**src/sv/two_level_page_table_walker_assert.svh**
```systemverilog
// Assertion macros used by the page table walker module ptw_walk.
`ifndef TWO_LEVEL_PAGE_TABLE_WALKER_ASSERT_SVH
`define TWO_LEVEL_PAGE_TABLE_WALKER_ASSERT_SVH

// Same-cycle implication, checked outside reset.
`define PTW_ASSERT_NOW(label, ante, cons, msg) \
  label: assert property (@(posedge clk) disable iff (rst) (ante) |-> (cons)) \
    else $error(msg);

// Next-cycle implication, checked outside reset.
`define PTW_ASSERT_NEXT(label, ante, cons, msg) \
  label: assert property (@(posedge clk) disable iff (rst) (ante) |=> (cons)) \
    else $error(msg);

`endif

```
**src/sv/ptw_pkg.sv**
```systemverilog
// Types and constants of the page table walker.
package ptw_pkg;

  localparam int unsigned PPN_W    = 20;
  localparam int unsigned OFFS_W   = 12;
  localparam int unsigned INDEX_W  = 10;
  localparam int unsigned ADDR_W   = 32;

  localparam logic OP_TRANSLATE = 1'b0;
  localparam logic OP_RESPONSE  = 1'b1;

  localparam logic KIND_READ_REQ = 1'b0;
  localparam logic KIND_DONE     = 1'b1;

  localparam logic [1:0] FAULT_NONE   = 2'd0;
  localparam logic [1:0] FAULT_FIRST  = 2'd1;
  localparam logic [1:0] FAULT_SECOND = 2'd2;
  localparam logic [1:0] FAULT_PERM   = 2'd3;

  localparam logic [1:0] ACC_FETCH = 2'd0;
  localparam logic [1:0] ACC_READ  = 2'd1;
  localparam logic [1:0] ACC_WRITE = 2'd2;

  // Entry bit positions
  localparam int unsigned PTE_V = 0;
  localparam int unsigned PTE_R = 1;
  localparam int unsigned PTE_W = 2;
  localparam int unsigned PTE_X = 3;

  typedef enum logic [2:0] {
    PH_IDLE   = 3'b001,
    PH_FIRST  = 3'b010,
    PH_SECOND = 3'b100
  } walk_phase_t;

  typedef struct packed {
    logic              opcode;
    logic [ADDR_W-1:0] virtual_address;
    logic [1:0]        access_type;
    logic [ADDR_W-1:0] read_data;
  } req_item_t;

  typedef struct packed {
    logic              result_kind;
    logic [ADDR_W-1:0] out_address;
    logic [1:0]        fault_code;
  } walk_result_t;

endpackage

```
**src/sv/ptw_req_if.sv**
```systemverilog
// Input channel: translate requests and memory read responses.
interface ptw_req_if;
  import ptw_pkg::*;
  logic              valid;
  logic              ready;
  logic              opcode;
  logic [ADDR_W-1:0] virtual_address;
  logic [1:0]        access_type;
  logic [ADDR_W-1:0] read_data;

  modport source (output valid, opcode, virtual_address, access_type, read_data,
                  input ready);
  modport sink   (input valid, opcode, virtual_address, access_type, read_data,
                  output ready);
endinterface

```
**src/sv/ptw_rsp_if.sv**
```systemverilog
// Output channel: read requests and finished translations.
interface ptw_rsp_if;
  import ptw_pkg::*;
  logic              valid;
  logic              ready;
  logic              result_kind;
  logic [ADDR_W-1:0] out_address;
  logic [1:0]        fault_code;

  modport source (output valid, result_kind, out_address, fault_code, input ready);
  modport sink   (input valid, result_kind, out_address, fault_code, output ready);
endinterface

```
**src/sv/ptw_cfg_if.sv**
```systemverilog
// Configuration write channel for the root page number.
interface ptw_cfg_if;
  import ptw_pkg::*;
  logic             valid;
  logic             ready;
  logic [PPN_W-1:0] root_page_number;

  modport source (output valid, root_page_number, input ready);
  modport sink   (input valid, root_page_number, output ready);
endinterface

```
**src/sv/ptw_in_stage.sv**
```systemverilog
// Input register of the walker.
module ptw_in_stage
  import ptw_pkg::*;
(
  input  logic      clk,
  input  logic      rst,
  input  logic      in_valid,
  output logic      in_ready,
  input  req_item_t in_item,
  output logic      item_valid,
  output req_item_t item,
  input  logic      fire
);

  assign in_ready = !item_valid || fire;

  always_ff @(posedge clk) begin
    if (rst) begin
      item_valid <= 1'b0;
    end else if (in_ready) begin
      item_valid <= in_valid;
    end
  end

  always_ff @(posedge clk) begin
    if (in_ready && in_valid) begin
      item <= in_item;
    end
  end

endmodule

```
**src/sv/ptw_walk.sv**
```systemverilog
// Walk phase, saved request fields, root register and result formation.
module ptw_walk
  import ptw_pkg::*;
(
  input  logic             clk,
  input  logic             rst,
  input  logic             cfg_we,
  input  logic [PPN_W-1:0] cfg_root,
  input  logic             item_valid,
  input  req_item_t        item,
  input  logic             fire,
  output logic             res_valid,
  output walk_result_t     res
);

  `include "two_level_page_table_walker_assert.svh"

  walk_phase_t        phase, phase_next;
  logic [PPN_W-1:0]   root_page_number;
  logic [INDEX_W-1:0] saved_second_index;
  logic [OFFS_W-1:0]  saved_page_offset;
  logic [1:0]         saved_access_type;
  logic               save_req;
  logic               allowed;
  logic [ADDR_W-1:0]  word;

  assign word = item.read_data;

  always_comb begin
    case (saved_access_type)
      ACC_FETCH: allowed = word[PTE_X];
      ACC_READ:  allowed = word[PTE_R];
      ACC_WRITE: allowed = word[PTE_W];
      default:   allowed = 1'b1;
    endcase
  end

  always_comb begin
    phase_next = phase;
    save_req   = 1'b0;
    res_valid  = 1'b0;
    res        = '{result_kind: KIND_READ_REQ, out_address: '0, fault_code: FAULT_NONE};
    if (item_valid) begin
      if (item.opcode == OP_TRANSLATE) begin
        if (phase == PH_IDLE) begin
          save_req        = 1'b1;
          phase_next      = PH_FIRST;
          res_valid       = 1'b1;
          res.out_address = {root_page_number, item.virtual_address[31:22], 2'b00};
        end
      end else begin
        unique case (phase)
          PH_FIRST: begin
            res_valid = 1'b1;
            if (!word[PTE_V]) begin
              phase_next      = PH_IDLE;
              res.result_kind = KIND_DONE;
              res.fault_code  = FAULT_FIRST;
            end else begin
              phase_next      = PH_SECOND;
              res.out_address = {word[31:12], saved_second_index, 2'b00};
            end
          end
          PH_SECOND: begin
            res_valid       = 1'b1;
            phase_next      = PH_IDLE;
            res.result_kind = KIND_DONE;
            if (!word[PTE_V]) begin
              res.fault_code = FAULT_SECOND;
            end else if (!allowed) begin
              res.fault_code = FAULT_PERM;
            end else begin
              res.out_address = {word[31:12], saved_page_offset};
            end
          end
          default: ;
        endcase
      end
    end
  end

  always_ff @(posedge clk) begin
    if (rst) begin
      phase              <= PH_IDLE;
      root_page_number   <= '0;
      saved_second_index <= '0;
      saved_page_offset  <= '0;
      saved_access_type  <= '0;
    end else begin
      if (cfg_we) begin
        root_page_number <= cfg_root;
      end
      if (fire) begin
        phase <= phase_next;
        if (save_req) begin
          saved_second_index <= item.virtual_address[21:12];
          saved_page_offset  <= item.virtual_address[11:0];
          saved_access_type  <= item.access_type;
        end
      end
    end
  end

  `PTW_ASSERT_NOW(a_fault_zero_addr, res_valid && res.fault_code != FAULT_NONE,
    res.out_address == '0 && res.result_kind == KIND_DONE, "fault with nonzero address")
  `PTW_ASSERT_NOW(a_req_no_fault, res_valid && res.result_kind == KIND_READ_REQ,
    res.fault_code == FAULT_NONE, "read request carries a fault")
  `PTW_ASSERT_NEXT(a_start_walk, fire && item_valid && item.opcode == OP_TRANSLATE && phase == PH_IDLE,
    phase == PH_FIRST, "translate did not start a walk")
  `PTW_ASSERT_NEXT(a_done_idle, fire && res_valid && res.result_kind == KIND_DONE,
    phase == PH_IDLE, "walker busy after finishing")

endmodule

```
**src/sv/ptw_out_stage.sv**
```systemverilog
// Result register of the walker.
module ptw_out_stage
  import ptw_pkg::*;
(
  input  logic         clk,
  input  logic         rst,
  input  logic         load,
  input  walk_result_t load_res,
  output logic         out_free,
  output logic         out_valid,
  input  logic         out_ready,
  output walk_result_t out_res
);

  assign out_free = !out_valid || out_ready;

  always_ff @(posedge clk) begin
    if (rst) begin
      out_valid <= 1'b0;
    end else if (out_free) begin
      out_valid <= load;
    end
  end

  always_ff @(posedge clk) begin
    if (load && out_free) begin
      out_res <= load_res;
    end
  end

endmodule

```
**src/sv/two_level_page_table_walker.sv**
```systemverilog
// Two-level page table walker: an item is taken every cycle while results are
// taken; each item is held in the input register, where its fields, the walk
// phase, the saved request fields and the root page number form its result,
// and the result is then held in the result register until transferred. Only
// a held result that is not taken stalls the input. Translate requests during
// a walk and memory responses while idle are dropped with no result.
// Configuration writes are always ready and take effect on the next cycle.
module two_level_page_table_walker
  import ptw_pkg::*;
(
  input logic      clk,
  input logic      rst,
  ptw_req_if.sink  req,
  ptw_rsp_if.source rsp,
  ptw_cfg_if.sink  cfg
);

  req_item_t    in_item;
  req_item_t    item;
  logic         item_valid;
  logic         fire;
  logic         res_valid;
  walk_result_t res;
  walk_result_t out_res;
  logic         out_free;

  assign in_item = '{opcode: req.opcode, virtual_address: req.virtual_address,
                     access_type: req.access_type, read_data: req.read_data};
  assign fire    = item_valid && (!res_valid || out_free);
  assign cfg.ready = 1'b1;

  ptw_in_stage u_in (
    .clk        (clk),
    .rst        (rst),
    .in_valid   (req.valid),
    .in_ready   (req.ready),
    .in_item    (in_item),
    .item_valid (item_valid),
    .item       (item),
    .fire       (fire)
  );

  ptw_walk u_walk (
    .clk        (clk),
    .rst        (rst),
    .cfg_we     (cfg.valid),
    .cfg_root   (cfg.root_page_number),
    .item_valid (item_valid),
    .item       (item),
    .fire       (fire),
    .res_valid  (res_valid),
    .res        (res)
  );

  ptw_out_stage u_out (
    .clk       (clk),
    .rst       (rst),
    .load      (fire && res_valid),
    .load_res  (res),
    .out_free  (out_free),
    .out_valid (rsp.valid),
    .out_ready (rsp.ready),
    .out_res   (out_res)
  );

  assign rsp.result_kind = out_res.result_kind;
  assign rsp.out_address = out_res.out_address;
  assign rsp.fault_code  = out_res.fault_code;

endmodule
```
**src/flat_wrapper.sv**
```systemverilog
// flat-port wrapper written by rule: the top's interface ports become plain ports
module two_level_page_table_walker_flat import ptw_pkg::*;
  (clk, rst, req_valid, req_opcode, req_virtual_address, req_access_type, req_read_data, req_ready, rsp_valid, rsp_result_kind, rsp_out_address, rsp_fault_code, rsp_ready, cfg_valid, cfg_root_page_number, cfg_ready);
  ptw_req_if req_i ();
  ptw_rsp_if rsp_i ();
  ptw_cfg_if cfg_i ();
  input logic clk;
  input logic rst;
  input wire logic [$bits(req_i.valid)-1:0] req_valid;
  input wire logic [$bits(req_i.opcode)-1:0] req_opcode;
  input wire logic [$bits(req_i.virtual_address)-1:0] req_virtual_address;
  input wire logic [$bits(req_i.access_type)-1:0] req_access_type;
  input wire logic [$bits(req_i.read_data)-1:0] req_read_data;
  output wire logic [$bits(req_i.ready)-1:0] req_ready;
  output wire logic [$bits(rsp_i.valid)-1:0] rsp_valid;
  output wire logic [$bits(rsp_i.result_kind)-1:0] rsp_result_kind;
  output wire logic [$bits(rsp_i.out_address)-1:0] rsp_out_address;
  output wire logic [$bits(rsp_i.fault_code)-1:0] rsp_fault_code;
  input wire logic [$bits(rsp_i.ready)-1:0] rsp_ready;
  input wire logic [$bits(cfg_i.valid)-1:0] cfg_valid;
  input wire logic [$bits(cfg_i.root_page_number)-1:0] cfg_root_page_number;
  output wire logic [$bits(cfg_i.ready)-1:0] cfg_ready;
  assign req_i.valid = req_valid;
  assign req_i.opcode = req_opcode;
  assign req_i.virtual_address = req_virtual_address;
  assign req_i.access_type = req_access_type;
  assign req_i.read_data = req_read_data;
  assign req_ready = req_i.ready;
  assign rsp_valid = rsp_i.valid;
  assign rsp_result_kind = rsp_i.result_kind;
  assign rsp_out_address = rsp_i.out_address;
  assign rsp_fault_code = rsp_i.fault_code;
  assign rsp_i.ready = rsp_ready;
  assign cfg_i.valid = cfg_valid;
  assign cfg_i.root_page_number = cfg_root_page_number;
  assign cfg_ready = cfg_i.ready;
  two_level_page_table_walker u_core (.clk(clk), .rst(rst), .req(req_i), .rsp(rsp_i), .cfg(cfg_i));
endmodule
```
**config.mk**
```make
export PLATFORM = sky130hd
export DESIGN_NAME = two_level_page_table_walker_flat
export DESIGN_NICKNAME = d
export VERILOG_FILES = /design/src/sv/ptw_pkg.sv /design/src/sv/ptw_req_if.sv /design/src/sv/ptw_rsp_if.sv /design/src/sv/ptw_cfg_if.sv /design/src/sv/ptw_in_stage.sv /design/src/sv/ptw_walk.sv /design/src/sv/ptw_out_stage.sv /design/src/sv/two_level_page_table_walker.sv /design/src/flat_wrapper.sv
export VERILOG_INCLUDE_DIRS = /design/src /design/src/sv
export SDC_FILE = /design/constraint.sdc
export NUM_CORES = 1
export LEC_CHECK = 0
export ABC_CLOCK_PERIOD_IN_PS = 3250
export BUFFER_PORTS_ARGS = -buffer_cell sky130_fd_sc_hd__buf_2
export CAP_MARGIN = 25
export CORE_MARGIN = 2
export CORE_UTILIZATION = 55
export CTS_BUF_LIST = sky130_fd_sc_hd__clkbuf_4 sky130_fd_sc_hd__clkbuf_8
export DETAILED_ROUTE_END_ITERATION = 6
export MAX_ROUTING_LAYER = met4
export PLACE_DENSITY = 0.89
export REMOVE_ABC_BUFFERS = 1
export SLEW_MARGIN = 40
export SYNTH_ARGS = -nofsm -noshare
export SYNTH_HDL_FRONTEND = slang
export SYNTH_HIERARCHICAL = 1
export SYNTH_SLANG_ARGS = --single-unit
```
**constraint.sdc**
```tcl
create_clock -name clk -period 3.25 [get_ports clk]
set_input_delay 0.325 -clock clk [delete_from_list [all_inputs] [get_ports clk]]
set_output_delay 0.325 -clock clk [all_outputs]
set_load 0.03 [all_outputs]
```
==> flow_metrics.py, run 1 <==
metrics = {
    "floorplan": {
        "die_h_um": 102,
        "pin_count": 130,
        "rows": 35,
        "die_w_um": 102,
        "start_util": 0.568,
        "core_sq_um": 9240,
        "dieArea_sq_um": 10300,
    },
    "layout": {
        "regArea_sq_um": 3800,
        "diodes": 0,
        "n_fill_cell": 643,
        "multi_input_area_sq_um": 1280,
        "syn2layout_area_growth_pct": 19.6,
        "final_net_count": 585,
        "layout-drive-gt1-share": 0.338,
    },
    "sta": {
        "post-route-min-period_ns": 2.68,
        "skew_ns": 0.0136,
        "max_freq_mhz": 374,
        "worstMarginPinSlew_ns": 0.611,
        "rsz0062_at_grt": "no",
        "setup_viol": 0,
        "setup_tns_ns": 0,
        "fin_crit_sh": 0.823,
        "holdWs_ns": 0.0726,
        "setup_ws_ns": 0.574,
        "hold_viol": 0,
        "drv_slew": 0,
        "slew-limit-headroom": 0.592,
    },
    "drt": {
        "vias": 3320,
        "drt-initial-drc-count": 159,
        "postRouteWirelength_um": 10000,
        "via_per_inst": 5.23,
        "wl_per_cell_um": 15.8,
        "drt_pass1_iterations": 4,
        "ant_nets": 0,
        "drc_errors": 0,
    },
    "worst_setup_path": {
        "crit_path_top_delay_cell": "edfxtp_1",
        "max_stage_delay_ns": 0.52,
        "cp.arrival_ns": 2.79,
        "crit_fanout": 37,
        "reg2reg_slack_ns": 0.57,
        "crit_chain": "and3b_2 > a21oi_1 > o21ai_0 > and2_1 > a21boi_1 > nand2b_4 > and2_4 > buf_12",
        "path_class": "reg -> reg",
        "crit_path_end_kind": "flip-flop",
        "start_kind": "flip-flop",
        "cp.required_ns": 3.36,
    },
    "cts": {
        "cts_setup_buffers": 0,
        "cts_buffers": 17,
        "cts-root-buf": "clkbuf_8",
        "holdBufCountCts": 0,
        "cts_sinks": 143,
        "cts_tree": "yes",
        "cts_resized": 0,
        "clk_latency_ns": 0.42,
        "clockBufferDepth": 2,
        "h-tree-depth": 4,
        "clkTransAtPathRegs_ns": 0.09,
    },
    "placed_design": {
        "hpwl_um": 6460,
        "io_buffers": 120,
        "place_congestion": 0.896,
        "place_ws_ns": 0.588,
    },
    "logic_synthesis": {
        "synthCells": 372,
        "syn_area_per_cell_sq_um": 14.1,
        "synth_area_sq_um": 5240,
        "yosysWarnings": 6,
    },
    "grt": {
        "grt_first_pass_wirelength_um": 15300,
        "grt_pass1_vias": 3312,
        "track_usage": 0.207,
        "grt_max_degree": 50,
        "grt_overflow": 0,
        "grt_antenna_before_repair": 0,
    },
    "pwr": {
        "ir_drop_uv": 367,
        "power.leakage_nw": 2.60,
        "power_density_nw_per_um2": 558,
    },
    "worst_hold_path": {
        "min_path_type": "in -> reg",
    },
    "run_status": {
        "outcome": "complete, no violations",
    },
    "job": {
        "maxCapViolations": 0,
    },
}
-- per-stage QoR --
| stage | std cells | power, mW | cell area [sq um] | util |
|---|---|---|---|---|
| floorplan | 350 | 2.18 | 5100 | - |
| detailed placement | 603 | 2.29 | 5910 | 0.640 |
| global route | 635 | 3.64 | 6270 | 0.679 |
| finish | 635 | 3.50 | 6270 | 0.679 |
| global placement | 603 | 2.28 | 5900 | 0.639 |
| CTS | 635 | 3.54 | 6270 | 0.679 |
-- report_power, final --
| group | switching, mW | internal, mW |
|---|---|---|
| clock network | 0.701 | 0.552 |
| registers | 0.0346 | 2.01 |
| logic | 0.113 | 0.0870 |
-- sequential cells by signal, summed over array words and instances (netlist names) --
| register | count |
|---|---|
| u_core/u_in/item | 59 |
| u_core/u_in/item_valid | 1 |
| u_core/u_out/out_res | 35 |
| u_core/u_out/out_valid | 1 |
| u_core/u_walk/phase | 3 |
| u_core/u_walk/root_page_number | 20 |
| u_core/u_walk/saved_access_type | 2 |
| u_core/u_walk/saved_page_offset | 12 |
| u_core/u_walk/saved_second_index | 10 |
-- routing by layer --
layer  track usage  vias to the layer above  share of wire
met5             -                        -              0
met4         0.107                        0          0.014
met3        0.0331                       12          0.038
met2         0.354                      109           0.54
met1         0.233                     1607           0.41
li1              -                     1592              -
-- worst max-delay path: cells and delay by family (launching register included) --
family,cells,cell delay (ns)
AND/OR/NAND/NOR,4,1.03
buffers and inverters,1,0.26
AO/OA/AOI/OAI,3,0.54
flip-flops,1,0.52
-- path summary, 6_finish.rpt --
path	start	end	cells past startpoint
worst min-delay path	req_read_data[2]	u_core/u_in/item[2]$_DFFE_PP_	1
worst max-delay path	u_core/u_in/item[66]$_DFFE_PP_	u_core/u_in/item[44]$_DFFE_PP_	8
worst min register to register	u_core/u_walk/saved_page_offset[1]$_SDFFE_PP0P_	u_core/u_walk/saved_page_offset[1]$_SDFFE_PP0P_	2
worst max register to register	u_core/u_in/item[66]$_DFFE_PP_	u_core/u_in/item[44]$_DFFE_PP_	8
-- cell usage in the layout (no fill, tap or decap), types with 3 or more instances in the layout --
master      n
inv_1       5
o21ai_0     4
clkbuf_8   17
inv_6       3
clkinv_4    5
edfxtp_1   94
and2_1      4
nor2_1     26
buf_2     119
dfxtp_1    49
mux2i_1    20
nand3b_1    3
nand2_1    50
inv_8       3
a21o_1     10
buf_4       4
a22o_1     30
a21oi_1    26
-- area by class of cell --
| type | count | share of cell area |
|---|---|---|
| clock buffer | 17 | 0.0373 |
| inverter | 5 | 0.00299 |
| sequential | 143 | 0.606 |
| multi-input combinational | 202 | 0.204 |
| clock inverter | 15 | 0.0205 |
| tap | 129 | 0.0257 |
| timing repair buffer | 124 | 0.103 |
(Power assumes the default switching activity.)
==> run 2: changes to the inputs <==
- ABC_CLOCK_PERIOD_IN_PS: 3250 -> 2450
- CORE_UTILIZATION: 55 -> 50
- PLACE_DENSITY: 0.89 -> 0.85
- clock period: 3.25 -> 2.45 ns (I/O delays scaled with it)
==> run 2 against run 1 <==
  * Combinational power grew 75%
  * Final cell count up 11%
  * Global-route usage rose by 0.17 points
  * Clock power is 61% higher
  * Worst hold slack got worse by 0.032 ns
  * Sequential share of layout area fell by 6.0 points
  * Register-to-register slack got worse by 0.22 ns
  * Wire length increased by 11%
  * Design area grew 11%
  * Critical path depth fell by 1
  * Critical path type is now reg -> out
  * Largest power group unchanged
==> flow_metrics.py, run 2 (same netlist as run 1, synthesis figures left out) <==
metrics = {
    "layout": {
        "n_fill_cell": 726,
        "diodes": 0,
        "layout_commonest_cell": "buf_2",
        "layout-drive-gt1-share": 0.311,
        "layout_common_cells": "buf_2 (119), edfxtp_1 (94), dlygate4sd3_1 (56)",
        "stdcell_area_sq_um": 6960,
        "top_register": "u_core/u_in/item",
        "syn2layout_area_growth_pct": 32.7,
        "final_net_count": 645,
        "largest_reg_flops": 59,
        "largestRegisters": "u_core/u_in/item x59, u_core/u_out/out_res x35, u_core/u_walk/root_page_number x20",
        "utilization": 0.680,
    },
    "pwr": {
        "power_density_nw_per_um2": 730,
        "ir_drop_uv": 369,
        "power.leakage_nw": 2.90,
    },
    "sta": {
        "slew-limit-headroom": 0.589,
        "hold_viol": 0,
        "setup_viol": 0,
        "post-route-min-period_ns": 2.22,
        "rsz0062_at_grt": "no",
        "worstMarginPinSlew_ns": 0.616,
        "holdWs_ns": 0.0410,
        "drv_slew": 0,
        "skew_ns": 0.0162,
        "fin_crit_sh": 0.906,
        "max_freq_mhz": 450,
        "setup_ws_ns": 0.230,
    },
    "placed_design": {
        "hpwl_um": 6330,
        "place_ws_ns": 0.292,
        "place_area_sq_um": 5950,
        "place_congestion": 0.762,
        "io_buffers": 120,
    },
    "floorplan": {
        "start_util": 0.513,
        "core_sq_um": 10200,
        "die_w_um": 106,
        "rows": 37,
        "dieArea_sq_um": 11300,
        "pin_count": 130,
        "die_h_um": 106,
    },
    "cts": {
        "clk_latency_ns": 0.42,
        "cts-root-buf": "clkbuf_8",
        "cts_buffers": 17,
        "clockBufferDepth": 2,
        "cts_tree": "yes",
        "cts_sinks": 143,
        "clkTransAtPathRegs_ns": 0.07,
        "h-tree-depth": 4,
    },
    "worst_setup_path": {
        "reg2reg_depth": 10,
        "cp.arrival_ns": 1.98,
        "max_stage_delay_ns": 0.45,
        "cp.required_ns": 2.20,
        "crit_fanout": 8,
        "crit_chain": "and3b_2 > a21oi_1 > o21ai_0 > and2_1 > a21boi_1 > nand2b_4 > buf_2",
        "start_kind": "flip-flop",
        "rr_endpoint": "u_core/u_walk/saved_second_index[6]$_SDFFE_PP0P_",
        "path_class": "reg -> out",
        "reg2reg_slack_ns": 0.35,
        "crit_path_end_kind": "output port",
        "crit_path_top_delay_cell": "dfxtp_1",
        "r2r-start": "u_core/u_walk/phase[0]$_SDFFE_PP1P_",
    },
    "worst_hold_path": {
        "min_path_type": "in -> reg",
        "hp-start": "req_read_data[13]",
        "whs_endpoint": "u_core/u_in/item[13]$_DFFE_PP_",
        "holdPathStages": 1,
    },
    "job": {
        "maxCapViolations": 0,
    },
    "grt": {
        "grt_pass1_vias": 3609,
        "track_usage": 0.208,
        "grt_first_pass_wirelength_um": 17200,
        "grt_antenna_before_repair": 0,
        "grt_overflow": 0,
        "grt_max_degree": 50,
    },
    "drt": {
        "postRouteWirelength_um": 11200,
        "drt-initial-drc-count": 145,
        "vias": 3556,
        "wl_per_cell_um": 15.9,
        "drc_errors": 0,
        "ant_nets": 0,
        "via_per_inst": 5.07,
        "drt_pass1_iterations": 4,
    },
    "run_status": {
        "outcome": "complete, no violations",
    },
}
==> run 2: changes by cell type in the layout (fill, tap and decap cells not counted), moves of 2 or more <==
cell           before  now
clkbuf_4            0    2
dlygate4sd3_1       0   56
buf_4               4    7
bufinv_16           0    4
clkinv_4            5    3
inv_8               3    0
==> run 2: worst max-delay path by stage <==
| stage | from | end | slack [ns] | cells past startpoint |
|---|---|---|---|---|
| 4_1_cts | u_core/u_in/item[66]$_DFFE_PP_ | req_ready | 0.08 | 7 |
| 5_1_grt | u_core/u_walk/phase[1]$_SDFFE_PP0P_ | req_ready | 0.1 | 7 |
| 3_5_place_dp | u_core/u_in/item[66]$_DFFE_PP_ | u_core/u_in/item[64]$_DFFE_PP_ | 0.29 | 8 |
| 3_3_place_gp | u_core/u_in/item[66]$_DFFE_PP_ | u_core/u_in/item[64]$_DFFE_PP_ | 0.31 | 8 |
| 6_report | u_core/u_walk/phase[0]$_SDFFE_PP1P_ | req_ready | 0.23 | 7 |
| 2_1_floorplan | u_core/u_in/item[66]$_DFFE_PP_ | u_core/u_in/item[0]$_DFFE_PP_ | -0.01 | 7 |
==> run 2: timing repair <==
item                       CTS  global route
hold buffers                56             0
setup endpoints to repair    0             1
buffers inserted             0             2
hold endpoints to repair    56             0
resized for setup            0             1
==> run 2: power breakdown <==
part | internal, mW | switching, mW | total (mW) | leakage [nW]
logic | 0.182 | 0.168 | 0.350 | 1.34
registers | 2.67 | 0.0449 | 2.72 | 1.33
clock network | 1.14 | 0.872 | 2.01 | 0.221
==> run 2: area by class of cell <==
class                           count  area (sq um)  area share
Clock buffer                       19           249      0.0358
Clock inverter                     13           186      0.0268
Inverter                            5          18.8     0.00270
Multi-Input combinational cell    202          1280       0.184
Sequential cell                   143          3800       0.547
Tap cell                          136           170      0.0245
Timing Repair Buffer              184          1250       0.179
==> run 2: through the flow <==
step / instances / setup TNS (ns) / power (mW)
floorplan: 350 / -0.868 / 2.89
global placement: 612 / 0 / 3.03
detailed placement: 612 / 0 / 3.05
CTS: 700 / 0 / 5.11
global route: 702 / 0 / 5.26
finish: 702 / 0 / 5.08
==> run 2: per-layer routing <==
metal / global-route usage / part of all wire
met3: 0.0472 / 0.058
met1: 0.227 / 0.40
met4: 0.0714 / 0.0082
met5: - / 0
met2: 0.376 / 0.54
==> run 2: worst max-delay path, delay by kind of cell (launching register included) <==
family          cells  cell delay, ns
flops               1            0.45
simple gates        3            0.58
compound gates      3            0.35
buf+inv             1            0.20
